### src/gbn_pkg.sv
`timescale 1ns / 1ps

package gbn_pkg;

  // Default window and sequence space sizes.
  localparam int unsigned DEF_WINDOW_DEPTH = 4;
  localparam int unsigned DEF_SEQ_SPACE    = 8;

  // Widths fixed by the item formats.
  localparam int unsigned PAYLOAD_W = 64;
  localparam int unsigned PKT_SEQ_W = 3;
  localparam int unsigned ACK_W     = 3;

  // Input item kinds.
  localparam logic [1:0] FUNC_SEND    = 2'd0;
  localparam logic [1:0] FUNC_ACK     = 2'd1;
  localparam logic [1:0] FUNC_TIMEOUT = 2'd2;

  // Retransmit timer commands.
  localparam logic [1:0] TMR_NONE    = 2'd0;
  localparam logic [1:0] TMR_START   = 2'd1;
  localparam logic [1:0] TMR_STOP    = 2'd2;
  localparam logic [1:0] TMR_RESTART = 2'd3;

  // One entry of the retransmit buffer.
  typedef struct packed {
    logic [PKT_SEQ_W-1:0] seq;
    logic [PAYLOAD_W-1:0] data;
  } entry_t;

endpackage

### src/gbn_in_if.sv
`timescale 1ns / 1ps

interface gbn_in_if;
  logic                           valid;
  logic                           ready;
  logic [1:0]                     func;
  logic [gbn_pkg::PAYLOAD_W-1:0]  payload;
  logic [gbn_pkg::ACK_W-1:0]      ack_number;
  logic                           ack_checksum_ok;

  modport source (output valid, output func, output payload, output ack_number,
                  output ack_checksum_ok, input ready);
  modport sink (input valid, input func, input payload, input ack_number,
                input ack_checksum_ok, output ready);
endinterface

### src/gbn_out_if.sv
`timescale 1ns / 1ps

interface gbn_out_if;
  logic                           valid;
  logic                           ready;
  logic                           has_packet;
  logic [gbn_pkg::PKT_SEQ_W-1:0]  packet_seq;
  logic [gbn_pkg::PAYLOAD_W-1:0]  packet_data;
  logic                           accepted;
  logic [1:0]                     timer_cmd;
  logic                           window_full;
  logic                           last;

  modport source (output valid, output has_packet, output packet_seq, output packet_data,
                  output accepted, output timer_cmd, output window_full, output last,
                  input ready);
  modport sink (input valid, input has_packet, input packet_seq, input packet_data,
                input accepted, input timer_cmd, input window_full, input last,
                output ready);
endinterface

### src/go_back_n_sender_window_unit.sv
`timescale 1ns / 1ps

// Go-Back-N sender window. Payloads taken in by send items are kept with their sequence
// numbers in a retransmit buffer memory and passed on at once unless the window is full;
// valid cumulative acknowledgements slide the window, and a timeout replays the whole
// buffer oldest first. The timer itself lives outside and follows the timer_cmd field.
// Items are handled one at a time: a send, an acknowledgement, an unused code or a timeout
// on an empty buffer is accepted, then executed into the output register; another timeout
// fetches the head entry, then replays the buffer, as the buffer memory has one registered
// read port that delivers one entry per cycle while the output does not stall. Results wait
// in an output register, so a stall on the output holds the execute or replay step that
// would load it. Needs no clearing pass after reset.
module go_back_n_sender_window_unit #(
  parameter int unsigned WINDOW_DEPTH = gbn_pkg::DEF_WINDOW_DEPTH,
  parameter int unsigned SEQ_SPACE    = gbn_pkg::DEF_SEQ_SPACE
) (
  input  logic         clk_i,
  input  logic         rst_ni,
  gbn_in_if.sink       in_i,
  gbn_out_if.source    out_o
);

  localparam int unsigned SEQ_W  = $clog2(SEQ_SPACE);
  localparam int unsigned CNT_W  = $clog2(WINDOW_DEPTH + 1);
  localparam int unsigned SLOT_W = (WINDOW_DEPTH > 1) ? $clog2(WINDOW_DEPTH) : 1;
  localparam int unsigned CMP_W  = (SEQ_W > CNT_W) ? SEQ_W : CNT_W;

  localparam logic [1:0] ST_IDLE   = 2'd0;
  localparam logic [1:0] ST_EXEC   = 2'd1;
  localparam logic [1:0] ST_REPLAY = 2'd2;

  // Control state.
  logic [1:0]        state_q, state_d;
  logic [SEQ_W-1:0]  base_q, base_d;
  logic [SEQ_W-1:0]  next_q, next_d;
  logic [SEQ_W-1:0]  head_seq_q, head_seq_d;
  logic [CNT_W-1:0]  count_q, count_d;
  logic [SLOT_W-1:0] head_q, head_d;
  logic [CNT_W-1:0]  idx_q, idx_d;
  logic              ov_q, ov_d;

  // Captured input item.
  logic [1:0]                     func_q;
  logic [gbn_pkg::PAYLOAD_W-1:0]  payload_q;
  logic [gbn_pkg::ACK_W-1:0]      ack_q;
  logic                           ok_q;

  // Output register payload.
  logic                           o_has_q, o_has_d;
  logic [gbn_pkg::PKT_SEQ_W-1:0]  o_seq_q, o_seq_d;
  logic [gbn_pkg::PAYLOAD_W-1:0]  o_data_q, o_data_d;
  logic                           o_acc_q, o_acc_d;
  logic [1:0]                     o_tcmd_q, o_tcmd_d;
  logic                           o_full_q, o_full_d;
  logic                           o_last_q, o_last_d;

  // Buffer memory ports.
  logic              wr_en, rd_en;
  logic [SLOT_W-1:0] wr_slot, rd_slot;
  gbn_pkg::entry_t   wr_entry, rd_entry;

  // Datapath helpers.
  logic              in_take, out_free;
  logic [SLOT_W:0]   send_sum, pop_sum, rd_sum;
  logic [SEQ_W:0]    next_sum, base_sum, dist_diff, k_diff;
  logic [3:0]        ack_red;
  logic [SEQ_W-1:0]  ack_m, next_inc, base_new, ack_dist, kdist;
  logic [CNT_W-1:0]  pops, rd_idx, idx_next;
  logic              ack_valid, k_match, is_full;

  assign in_take  = in_i.valid && in_i.ready;
  assign out_free = !ov_q || out_o.ready;
  assign is_full  = (count_q == CNT_W'(WINDOW_DEPTH));
  assign idx_next = idx_q + CNT_W'(1);

  // Slot of the next free entry.
  always_comb begin
    send_sum = {1'b0, head_q} + (SLOT_W + 1)'(count_q);
    if (send_sum >= (SLOT_W + 1)'(WINDOW_DEPTH)) begin
      send_sum = send_sum - (SLOT_W + 1)'(WINDOW_DEPTH);
    end
    wr_slot = send_sum[SLOT_W-1:0];
  end

  // Next sequence number, wrapped.
  always_comb begin
    next_sum = {1'b0, next_q} + (SEQ_W + 1)'(1);
    if (next_sum >= (SEQ_W + 1)'(SEQ_SPACE)) begin
      next_sum = '0;
    end
    next_inc = next_sum[SEQ_W-1:0];
  end

  // Acknowledgement number reduced into the sequence space.
  always_comb begin
    ack_red = {1'b0, ack_q};
    for (int i = 0; i < 4; i++) begin
      if (9'(ack_red) >= 9'(SEQ_SPACE)) begin
        ack_red = ack_red - 4'(SEQ_SPACE);
      end
    end
    ack_m = SEQ_W'(ack_red);
  end

  // Window distance, new base and position of the acknowledged entry.
  always_comb begin
    dist_diff = {1'b0, ack_m} - {1'b0, base_q};
    if (dist_diff[SEQ_W]) begin
      dist_diff = dist_diff + (SEQ_W + 1)'(SEQ_SPACE);
    end
    ack_dist = dist_diff[SEQ_W-1:0];
    ack_valid = ok_q && (CMP_W'(ack_dist) < CMP_W'(WINDOW_DEPTH));

    base_sum = {1'b0, ack_m} + (SEQ_W + 1)'(1);
    if (base_sum >= (SEQ_W + 1)'(SEQ_SPACE)) begin
      base_sum = '0;
    end
    base_new = base_sum[SEQ_W-1:0];

    // Buffered sequence numbers run on from the head entry's number.
    k_diff = {1'b0, ack_m} - {1'b0, head_seq_q};
    if (k_diff[SEQ_W]) begin
      k_diff = k_diff + (SEQ_W + 1)'(SEQ_SPACE);
    end
    kdist   = k_diff[SEQ_W-1:0];
    k_match = (CMP_W'(kdist) < CMP_W'(count_q));
    pops    = k_match ? (CNT_W'(kdist) + CNT_W'(1)) : count_q;

    pop_sum = {1'b0, head_q} + (SLOT_W + 1)'(pops);
    if (pop_sum >= (SLOT_W + 1)'(WINDOW_DEPTH)) begin
      pop_sum = pop_sum - (SLOT_W + 1)'(WINDOW_DEPTH);
    end
  end

  // Read slot for the replay; the first read comes from the execute cycle.
  always_comb begin
    rd_idx = (state_q == ST_EXEC) ? '0 : idx_next;
    rd_sum = {1'b0, head_q} + (SLOT_W + 1)'(rd_idx);
    if (rd_sum >= (SLOT_W + 1)'(WINDOW_DEPTH)) begin
      rd_sum = rd_sum - (SLOT_W + 1)'(WINDOW_DEPTH);
    end
    rd_slot = rd_sum[SLOT_W-1:0];
  end

  // Sequencer and window update.
  always_comb begin
    state_d    = state_q;
    base_d     = base_q;
    next_d     = next_q;
    head_seq_d = head_seq_q;
    count_d    = count_q;
    head_d     = head_q;
    idx_d      = idx_q;
    ov_d       = ov_q && !out_o.ready;
    wr_en      = 1'b0;
    rd_en      = 1'b0;
    wr_entry.seq  = gbn_pkg::PKT_SEQ_W'(next_q);
    wr_entry.data = payload_q;
    o_has_d    = o_has_q;
    o_seq_d    = o_seq_q;
    o_data_d   = o_data_q;
    o_acc_d    = o_acc_q;
    o_tcmd_d   = o_tcmd_q;
    o_full_d   = o_full_q;
    o_last_d   = o_last_q;

    unique case (state_q)
      ST_IDLE: begin
        if (in_take) begin
          state_d = ST_EXEC;
        end
      end
      ST_EXEC: begin
        if (out_free) begin
          // Default result: no packet, no timer command, single transaction.
          o_has_d  = 1'b0;
          o_seq_d  = '0;
          o_data_d = '0;
          o_acc_d  = 1'b0;
          o_tcmd_d = gbn_pkg::TMR_NONE;
          o_full_d = is_full;
          o_last_d = 1'b1;
          ov_d     = 1'b1;
          state_d  = ST_IDLE;
          unique case (func_q)
            gbn_pkg::FUNC_SEND: begin
              if (!is_full) begin
                wr_en    = 1'b1;
                count_d  = count_q + CNT_W'(1);
                next_d   = next_inc;
                if (count_q == '0) begin
                  head_seq_d = next_q;
                end
                o_has_d  = 1'b1;
                o_seq_d  = gbn_pkg::PKT_SEQ_W'(next_q);
                o_data_d = payload_q;
                o_acc_d  = 1'b1;
                o_tcmd_d = (base_q == next_q) ? gbn_pkg::TMR_START : gbn_pkg::TMR_NONE;
                o_full_d = (count_q + CNT_W'(1)) == CNT_W'(WINDOW_DEPTH);
              end
            end
            gbn_pkg::FUNC_ACK: begin
              if (ack_valid) begin
                base_d     = base_new;
                head_seq_d = base_new;
                head_d     = pop_sum[SLOT_W-1:0];
                count_d    = count_q - pops;
                o_tcmd_d   = (next_q == base_new) ? gbn_pkg::TMR_STOP : gbn_pkg::TMR_RESTART;
                o_full_d   = (count_q - pops) == CNT_W'(WINDOW_DEPTH);
              end
            end
            gbn_pkg::FUNC_TIMEOUT: begin
              o_tcmd_d = gbn_pkg::TMR_RESTART;
              if (count_q != '0) begin
                // Start the replay: fetch the head entry, emit nothing yet.
                ov_d    = ov_q && !out_o.ready;
                rd_en   = 1'b1;
                idx_d   = '0;
                state_d = ST_REPLAY;
              end
            end
            default: begin
            end
          endcase
        end
      end
      ST_REPLAY: begin
        if (out_free) begin
          ov_d     = 1'b1;
          o_has_d  = 1'b1;
          o_seq_d  = rd_entry.seq;
          o_data_d = rd_entry.data;
          o_acc_d  = 1'b0;
          o_tcmd_d = (idx_q == '0) ? gbn_pkg::TMR_RESTART : gbn_pkg::TMR_NONE;
          o_full_d = is_full;
          o_last_d = (idx_next == count_q);
          if (idx_next == count_q) begin
            state_d = ST_IDLE;
          end else begin
            rd_en = 1'b1;
            idx_d = idx_next;
          end
        end
      end
      default: begin
        state_d = ST_IDLE;
      end
    endcase
  end

  // Control registers.
  always_ff @(posedge clk_i or negedge rst_ni) begin
    if (!rst_ni) begin
      state_q    <= ST_IDLE;
      base_q     <= '0;
      next_q     <= '0;
      head_seq_q <= '0;
      count_q    <= '0;
      head_q     <= '0;
      idx_q      <= '0;
      ov_q       <= 1'b0;
    end else begin
      state_q    <= state_d;
      base_q     <= base_d;
      next_q     <= next_d;
      head_seq_q <= head_seq_d;
      count_q    <= count_d;
      head_q     <= head_d;
      idx_q      <= idx_d;
      ov_q       <= ov_d;
    end
  end

  // Item capture and output payload.
  always_ff @(posedge clk_i) begin
    if (in_take) begin
      func_q    <= in_i.func;
      payload_q <= in_i.payload;
      ack_q     <= in_i.ack_number;
      ok_q      <= in_i.ack_checksum_ok;
    end
    o_has_q  <= o_has_d;
    o_seq_q  <= o_seq_d;
    o_data_q <= o_data_d;
    o_acc_q  <= o_acc_d;
    o_tcmd_q <= o_tcmd_d;
    o_full_q <= o_full_d;
    o_last_q <= o_last_d;
  end

  // Retransmit buffer.
  gbn_buf #(
    .DEPTH  (WINDOW_DEPTH),
    .ADDR_W (SLOT_W)
  ) u_buf (
    .clk_i     (clk_i),
    .wr_en_i   (wr_en),
    .wr_addr_i (wr_slot),
    .wr_data_i (wr_entry),
    .rd_en_i   (rd_en),
    .rd_addr_i (rd_slot),
    .rd_data_o (rd_entry)
  );

  // Port drive.
  assign in_i.ready        = (state_q == ST_IDLE);
  assign out_o.valid       = ov_q;
  assign out_o.has_packet  = o_has_q;
  assign out_o.packet_seq  = o_seq_q;
  assign out_o.packet_data = o_data_q;
  assign out_o.accepted    = o_acc_q;
  assign out_o.timer_cmd   = o_tcmd_q;
  assign out_o.window_full = o_full_q;
  assign out_o.last        = o_last_q;

endmodule

### src/gbn_buf.sv
`timescale 1ns / 1ps

module gbn_buf #(
  parameter int unsigned DEPTH  = gbn_pkg::DEF_WINDOW_DEPTH,
  parameter int unsigned ADDR_W = 2
) (
  input  logic                 clk_i,
  input  logic                 wr_en_i,
  input  logic [ADDR_W-1:0]    wr_addr_i,
  input  gbn_pkg::entry_t      wr_data_i,
  input  logic                 rd_en_i,
  input  logic [ADDR_W-1:0]    rd_addr_i,
  output gbn_pkg::entry_t      rd_data_o
);

  gbn_pkg::entry_t mem [DEPTH];
  gbn_pkg::entry_t rd_q;

  // Write port.
  always_ff @(posedge clk_i) begin
    if (wr_en_i) begin
      mem[wr_addr_i] <= wr_data_i;
    end
  end

  // Registered read port; the data holds while no read is issued.
  always_ff @(posedge clk_i) begin
    if (rd_en_i) begin
      rd_q <= mem[rd_addr_i];
    end
  end

  assign rd_data_o = rd_q;

endmodule

### src/flat_wrapper.sv
// flat-port wrapper written by rule: the top's interface ports become plain ports
module go_back_n_sender_window_unit_flat 
#(
  parameter int unsigned WINDOW_DEPTH = gbn_pkg::DEF_WINDOW_DEPTH,
  parameter int unsigned SEQ_SPACE    = gbn_pkg::DEF_SEQ_SPACE
)
  (clk_i, rst_ni, in_i_valid, in_i_func, in_i_payload, in_i_ack_number, in_i_ack_checksum_ok, in_i_ready, out_o_valid, out_o_has_packet, out_o_packet_seq, out_o_packet_data, out_o_accepted, out_o_timer_cmd, out_o_window_full, out_o_last, out_o_ready);
  gbn_in_if in_i_i ();
  gbn_out_if out_o_i ();
  input  logic clk_i;
  input  logic rst_ni;
  input wire logic [$bits(in_i_i.valid)-1:0] in_i_valid;
  input wire logic [$bits(in_i_i.func)-1:0] in_i_func;
  input wire logic [$bits(in_i_i.payload)-1:0] in_i_payload;
  input wire logic [$bits(in_i_i.ack_number)-1:0] in_i_ack_number;
  input wire logic [$bits(in_i_i.ack_checksum_ok)-1:0] in_i_ack_checksum_ok;
  output wire logic [$bits(in_i_i.ready)-1:0] in_i_ready;
  output wire logic [$bits(out_o_i.valid)-1:0] out_o_valid;
  output wire logic [$bits(out_o_i.has_packet)-1:0] out_o_has_packet;
  output wire logic [$bits(out_o_i.packet_seq)-1:0] out_o_packet_seq;
  output wire logic [$bits(out_o_i.packet_data)-1:0] out_o_packet_data;
  output wire logic [$bits(out_o_i.accepted)-1:0] out_o_accepted;
  output wire logic [$bits(out_o_i.timer_cmd)-1:0] out_o_timer_cmd;
  output wire logic [$bits(out_o_i.window_full)-1:0] out_o_window_full;
  output wire logic [$bits(out_o_i.last)-1:0] out_o_last;
  input wire logic [$bits(out_o_i.ready)-1:0] out_o_ready;
  assign in_i_i.valid = in_i_valid;
  assign in_i_i.func = in_i_func;
  assign in_i_i.payload = in_i_payload;
  assign in_i_i.ack_number = in_i_ack_number;
  assign in_i_i.ack_checksum_ok = in_i_ack_checksum_ok;
  assign in_i_ready = in_i_i.ready;
  assign out_o_valid = out_o_i.valid;
  assign out_o_has_packet = out_o_i.has_packet;
  assign out_o_packet_seq = out_o_i.packet_seq;
  assign out_o_packet_data = out_o_i.packet_data;
  assign out_o_accepted = out_o_i.accepted;
  assign out_o_timer_cmd = out_o_i.timer_cmd;
  assign out_o_window_full = out_o_i.window_full;
  assign out_o_last = out_o_i.last;
  assign out_o_i.ready = out_o_ready;
  go_back_n_sender_window_unit #(.WINDOW_DEPTH(WINDOW_DEPTH), .SEQ_SPACE(SEQ_SPACE)) u_core (.clk_i(clk_i), .rst_ni(rst_ni), .in_i(in_i_i), .out_o(out_o_i));
endmodule
### config.mk
export PLATFORM = sky130hd
export DESIGN_NAME = go_back_n_sender_window_unit_flat
export DESIGN_NICKNAME = d
export VERILOG_FILES = /design/src/gbn_pkg.sv /design/src/gbn_in_if.sv /design/src/gbn_out_if.sv /design/src/go_back_n_sender_window_unit.sv /design/src/gbn_buf.sv /design/src/flat_wrapper.sv
export SDC_FILE = /design/constraint.sdc
export NUM_CORES = 1
export LEC_CHECK = 0
export BUFFER_PORTS_ARGS = -buffer_cell sky130_fd_sc_hd__buf_2
export CAP_MARGIN = 20
export CORE_ASPECT_RATIO = 0.7
export CORE_MARGIN = 4
export CORE_UTILIZATION = 64
export DETAILED_ROUTE_END_ITERATION = 8
export MAX_ROUTING_LAYER = met4
export PLACE_DENSITY = 0.84
export SETUP_SLACK_MARGIN = 0.05
export SLEW_MARGIN = 20
export SYNTH_ARGS = -nofsm -noshare
export SYNTH_HDL_FRONTEND = slang
export SYNTH_HIERARCHICAL = 1
export SYNTH_SLANG_ARGS = --single-unit
### constraint.sdc
create_clock -name clk_i -period 18.42 [get_ports clk_i]
set_input_delay 1.842 -clock clk_i [delete_from_list [all_inputs] [get_ports clk_i]]
set_output_delay 1.842 -clock clk_i [all_outputs]
set_load 0.01 [all_outputs]
* Yosys cells after proc, flatten, opt, wreduce, memory -nomap -nowiden
Memories as Yosys holds them, arrays and structs flattened. A register that Yosys moved wholly into a read port is not among the register bits. Index checks and enable logic that the tools add are counted.
Operators by class: muxes and demuxes 78, order comparisons 7, equality and inequality tests 20, reductions and logical operators 20, $add $sub $neg 16, bitwise logic cells 1
Operators by type and width (count):
- $mux 64 | 4
- $pmux 64 s2 | 1
- $mux 3 | 20
- $mux 2 | 14
- $mux 1 | 25
- $pmux 3 s2 | 4
- $add 3x1->3 const B | 5
- $pmux 1 s2 | 7
- $pmux 2 s3 | 2
- $reduce_and 4->1 | 3
- $reduce_and 6->1 | 2
- $ne 2x1->1 const B | 5
- $ne 2x2->1 const B | 5
- $add 2x3->3 | 3
- $eq 3x3->1 | 3
- $eq 3x3->1 const B | 3
- $ge 3x3->1 const B | 3
- $add 3x1->4 const B | 2
- $ge 4x4->1 const B | 2
- $sub 3x3->4 | 2
- $logic_not 3->1 | 2
- $sub 2x1->2 const B | 3
- $reduce_and 5->1 | 1
- $eq 2x1->1 const B | 2
- other kinds (13) | 19
Storage, ports and cells: register bits after elaboration 163, output and inout bits 75, bits in writable memories 268, memories 1
Memory list:
- u_core.u_buf.mem | depth 4, bits a word 67, rd ports 1, clocked after memory_dff 1, wr ports 1, RTL line gbn_buf.sv:16 | gbn_pkg::entry_t mem [DEPTH];

* Logic depth before layout (Yosys ltp)
depth in word-level cells 11, depth in mapped cells 15, gate-level depth less buffers 15

* Modules after synthesis
Netlist, hierarchy kept.
By module, submodules not included:
- gbn_buf | times used 1, sequential area each 10059.6 µm², cells an instance 421, area an instance 11745.0 µm²
- go_back_n_sender_window_unit | times used 1, sequential area each 4794.6 µm², cells an instance 589, area an instance 7165.6 µm²

* Least setup slack after synthesis
No wires, ideal clock.
path kind input to register, start point input port out_o_ready, end point memory u_core/u_buf/mem[0][0] (netlist bit) (enable), cell stages on the path 6, arrival 7.448 ns, setup time 0.588 ns, setup slack 10.383 ns, path through nor2b_1 > clkbuf_1 > nor2_1 > nand2_1 > inv_1 > nor3b_1
Between the ends: longest elaborated chain between the ends 5
Ends and longest elaborated chain:
- start: declaration | RTL line flat_wrapper.sv:26 | input wire logic [$bits(out_o_i.ready)-1:0] out_o_ready;
- $logic_or 1x1->1 | RTL line go_back_n_sender_window_unit.sv:72 | assign out_free = !ov_q || out_o.ready;
- $mux 1 | RTL line go_back_n_sender_window_unit.sv:174 | if (out_free) begin
- $mux 1 | RTL line go_back_n_sender_window_unit.sv:167 | unique case (state_q)
- named net u_core.wr_en | RTL line go_back_n_sender_window_unit.sv:58 | logic wr_en, rd_en;
- $mux 1 | RTL line gbn_buf.sv:21 | if (wr_en_i) begin
- $mux 1 (not written as such) | RTL line gbn_buf.sv:22 | mem[wr_addr_i] <= wr_data_i;
- end: declaration | RTL line gbn_buf.sv:16
The timed path passes the listed nets, and every way through them passes these cells.

* Final worst setup path
start point register u_core.ack_q, in the netlist u_core/ack_m[0], end point register u_core.o_full_q, in the netlist u_core/out_o.window_full, data pin
Between the ends: longest elaborated chain between the ends 11, elaborated cells on any way between the ends 17
Ends and longest elaborated chain:
- start: declaration | RTL line go_back_n_sender_window_unit.sv:45 | logic [gbn_pkg::ACK_W-1:0] ack_q;
- start signal: assignment | RTL line go_back_n_sender_window_unit.sv:279 | ack_q <= in_i.ack_number;
- $sub 3x3->4 | RTL line go_back_n_sender_window_unit.sv:121 | k_diff = {1'b0, ack_m} - {1'b0, head_seq_q};
- $add 3x1->3 | RTL line go_back_n_sender_window_unit.sv:123 | k_diff = k_diff + (SEQ_W + 1)'(SEQ_SPACE);
- $mux 3 | RTL line go_back_n_sender_window_unit.sv:122 | if (k_diff[SEQ_W]) begin
- $add 3x1->3 or $lt 3x3->1 (tied branches) | RTL line go_back_n_sender_window_unit.sv:127, go_back_n_sender_window_unit.sv:126
- $mux 3 | RTL line go_back_n_sender_window_unit.sv:127 | pops = k_match ? (CNT_W'(kdist) + CNT_W'(1)) : count_q;
- $sub 3x3->3 | RTL line go_back_n_sender_window_unit.sv:209 | o_full_d = (count_q - pops) == CNT_W'(WINDOW_DEPTH);
- $eq 3x3->1 | RTL line go_back_n_sender_window_unit.sv:209
- $mux 1 (*) | RTL line go_back_n_sender_window_unit.sv:203 | if (ack_valid) begin
- $pmux 1 s2 (*) | RTL line go_back_n_sender_window_unit.sv:185 | unique case (func_q)
- $mux 1 (*) | RTL line go_back_n_sender_window_unit.sv:174
- $pmux 1 s2 (*) | RTL line go_back_n_sender_window_unit.sv:167
- named net u_core.o_full_d | RTL line go_back_n_sender_window_unit.sv:54 | logic o_full_q, o_full_d;
- end signal: assignment | RTL line go_back_n_sender_window_unit.sv:287 | o_full_q <= o_full_d;
- end: declaration | RTL line go_back_n_sender_window_unit.sv:54
Mark *: on every way through the listed nets, which the timed path passes. The rest lies on a longest branch. The select of a mux whose other input is x is not followed. A chain may end at the register's enable or synchronous reset.

==> out/qor.csv <==
metric,value,unit
Detailed Route Iter0 Violations,1150,
layout cell share with drive strength beyond 1,0.256,
slew margin rel.,0.266,
routed vias,9685,
clock slew at reported path FFs,0.06,ns
clk buf depth,3,
fin crit share,0.226,
crit-path cells,inv_1 > ha_1 > inv_1 > fa_1 > xnor3_1 > ha_1 > nand2_1 > o21ai_0 > o21ai_0 > ha_1 > fa_1 > nand4_1 > o31ai_1,
Setup Skew,0.0207,ns
HP Class,register to register,
utilization after layout,0.737,
vias per inst,6.14,
Critical Path End Type,register,
MaxCap Viol Count,0,
Max Freq,0.240,GHz
total core area,29000,um2
post-route setup TNS,0,ns
startpoint type of the worst setup path,register,
DRT Pass-1 Iters,5,
Crit path top cell by count,ha_1,
synth top area cells,"edfxtp_1, mux4_2, nand2_1, dfrtp_1, o21ai_0",
total grt overflow,0,
CTS HTree Levels,2,
Post-CTS Resized,0,
num rows,52,
Ports,149,
crit path max-delay cell type,fa_1,
Ys Warns,6,
number of global-route vias before repair,9889,
"FFs w/ async S/R, synth",0.0402,
Max Slew Vio Count,0,
"Cell Area, Synth",18900,um2
Post-DRT Antenna Nets,0,
die height,152,um
largest net degree at the start of global routing,95,
Yosys top cell area share,0.759,
Worst Max-Slew Pin Slew,1.10,ns
initial core utilization,0.652,
status,"finished, final reports clean",
Die X,213,um
first-pass GRT wire length,58.2,mm
gpl congestion,0.928,
Critical Path Max Stage Delay,0.53,ns
synth unique cells,58,
Final nets,1261,
Syn Inst Count,1010,
sequential fraction of the synthesis area,0.785,
PD cells,188,nW/um2
Area Growth Syn to Fin,13.0,%
ANT cells,0,
Post-synth EDFFs,478,
post-layout min period,4.17,ns
Post-synth top flop,edfxtp_1,
Routed WL per cell,24.0,um
cts bufs inserted,44,
drt drc,0,
initial antenna violation count,0,
final hold viol count,0,
post-synthesis net count,1105,
syn_area_per_cell,18.7,um2
Die ar.,32400,um2
area post-placement,20000,um2
I/O Buffers,148,
final setup fails,0,
gr usage total,0.243,
"Clk Latency, worst-skew pair",0.56,ns
DP HPWL,20.6,mm
CTS tree,built,
Worst Path Required,18.76,ns
leakage,7.29,nW
Synth Register Bits,498,
RSZ-0062 raised after global routing,false,
Power Total,4.02,mW
Crit Path Max Fanout,7,
layout filler cell count,1641,
post-CTS setup buffers,0,
CP arrival,4.51,ns
Root Buffer,clkbuf_16,
Peak VDD IR,0.164,mV
"area leader, netlist",edfxtp_1,
Finished Cell Area,21400,um2
drt total wl,37.8,mm
Clock Sinks,498,
CTS Hold Buffers Added,0,
Crit Path Class,register to register,
## layout make-up
cell class,instances,area [um2],area share
Tap cell,378,473,0.0221
Clock buffer,56,1200,0.0560
Inverter,20,75.1,0.00351
Timing Repair Buffer,156,813,0.0380
Sequential cell,498,14900,0.695
Clock inverter,24,181,0.00849
Multi-Input combinational cell,446,3780,0.177
## sequential cells by signal, indices dropped and copies added, names as in the netlist, 2 cells and up
| name | count |
|---|---|
| u_core/state_q | 2 |
| u_core/u_buf/mem | 268 |
| u_core/head_q | 2 |
| u_core/func_q | 2 |
| u_core/idx_q | 3 |
| u_core/out_o.timer_cmd | 2 |
| u_core/out_o.packet_seq | 3 |
| u_core/count_q | 3 |
| u_core/out_o.packet_data | 64 |
| u_core/ack_m | 3 |
| u_core/payload_q | 64 |
| u_core/base_q | 3 |
| u_core/head_seq_q | 3 |
| u_core/next_q | 3 |
| u_core/u_buf/rd_data_o | 67 |
## stage by stage
step	instances	worst slack, ns	hold WS (ns)
floorplan	1010	10.38	0.482
global placement	1497	14.26	0.498
detailed placement	1497	14.12	0.514
CTS	1577	14.34	0.526
global route	1578	13.89	0.544
finish	1578	14.25	0.528
## kinds of logic after synthesis
group | synth area share
adder cells (fa/ha/maj) | 0.0147
AO/OA/AOI/OAI | 0.0372
multiplexers | 0.0871
buffers and inverters | 0.0181
AND/OR/NAND/NOR | 0.0466
XOR/XNOR | 0.0107
flip-flops | 0.785
## layer usage
layer / vias up / part of all wire / global-route usage
li1: 4216 / - / -
met1: 4863 / 0.41 / 0.356
met2: 520 / 0.48 / 0.361
met3: 86 / 0.080 / 0.0423
met4: 0 / 0.029 / 0.0786
met5: - / 0 / -
## cell usage after synthesis (2+ instances only)
master    instances
nor2b_1           6
nand2b_1          6
o21ai_0          86
fa_1              2
mux4_2           67
buf_1             4
clkbuf_1         25
buf_4             3
and3_1            3
mux2_4            2
and3b_1           2
nand4_1           2
a21oi_1          13
nor4_1            3
nand2_1         156
and2_1            4
inv_1            20
xnor2_1          16
a211o_1           2
xor2_1            2
buf_2             9
mux2_1            2
nor3_1            2
dfrtp_1          20
mux2_2            3
buf_12            4
a31oi_1           4
o211ai_1          2
a21o_1            2
o221ai_1          2
a21boi_0          2
ha_1             19
nor2_1            7
edfxtp_1        478
xnor3_1           2
nand3_1           4
mux2i_1           3
## path summary, 6_finish.rpt
| check | slack, ns | depth (start not counted) | endpoint | from |
|---|---|---|---|---|
| min in group asynchronous | 1.26 | 1 | u_core/head_seq_q[0] | rst_ni |
| hold / removal | 0.53 | 2 | u_core/out_o.packet_data[51] | u_core/u_buf/rd_data_o[51] |
| hold reg to reg | 0.53 | 2 | u_core/out_o.packet_data[51] | u_core/u_buf/rd_data_o[51] |
| setup reg to reg | 14.25 | 13 | u_core/out_o.window_full | u_core/ack_m[0] |
| setup / recovery | 14.25 | 13 | u_core/out_o.window_full | u_core/ack_m[0] |
| max in group asynchronous | 16.80 | 1 | u_core/state_q[1] | rst_ni |
## where the power goes
group          leakage [nW]  switching (mW)  internal [mW]
combinational          1.95           0.744          0.583
sequential             4.66           0.137           1.67
clock                 0.670           0.393          0.491
## worst max-delay path, delay by kind of cell, from the launching register on
family,cells,cell delay (ns)
buffers and inverters,2,0.21
DFF,1,0.46
xor gates and xnor gates,1,0.40
AOI/OAI and AO/OA,3,1.03
adders and majority gates,5,1.68
and+or+nand+nor,2,0.17
## cell usage in the layout, fill, tap and decap left out, drive strengths merged, types with 3 or more instances in the layout
cell type  instances
nor4               3
nor2               7
clkinvlp           3
mux4              67
o21ai             86
edfxtp           478
and3               3
and2               6
inv               24
xnor2             16
dfrtp             20
mux2i              4
mux2               7
nor2b              6
a31oi              4
clkbuf            56
clkinv            15
nand2b             6
buf              156
nand2            156
a21oi             13
ha                19
nor3               3
nand3              4
No activity file was read; power rests on OpenSTA's default activity.
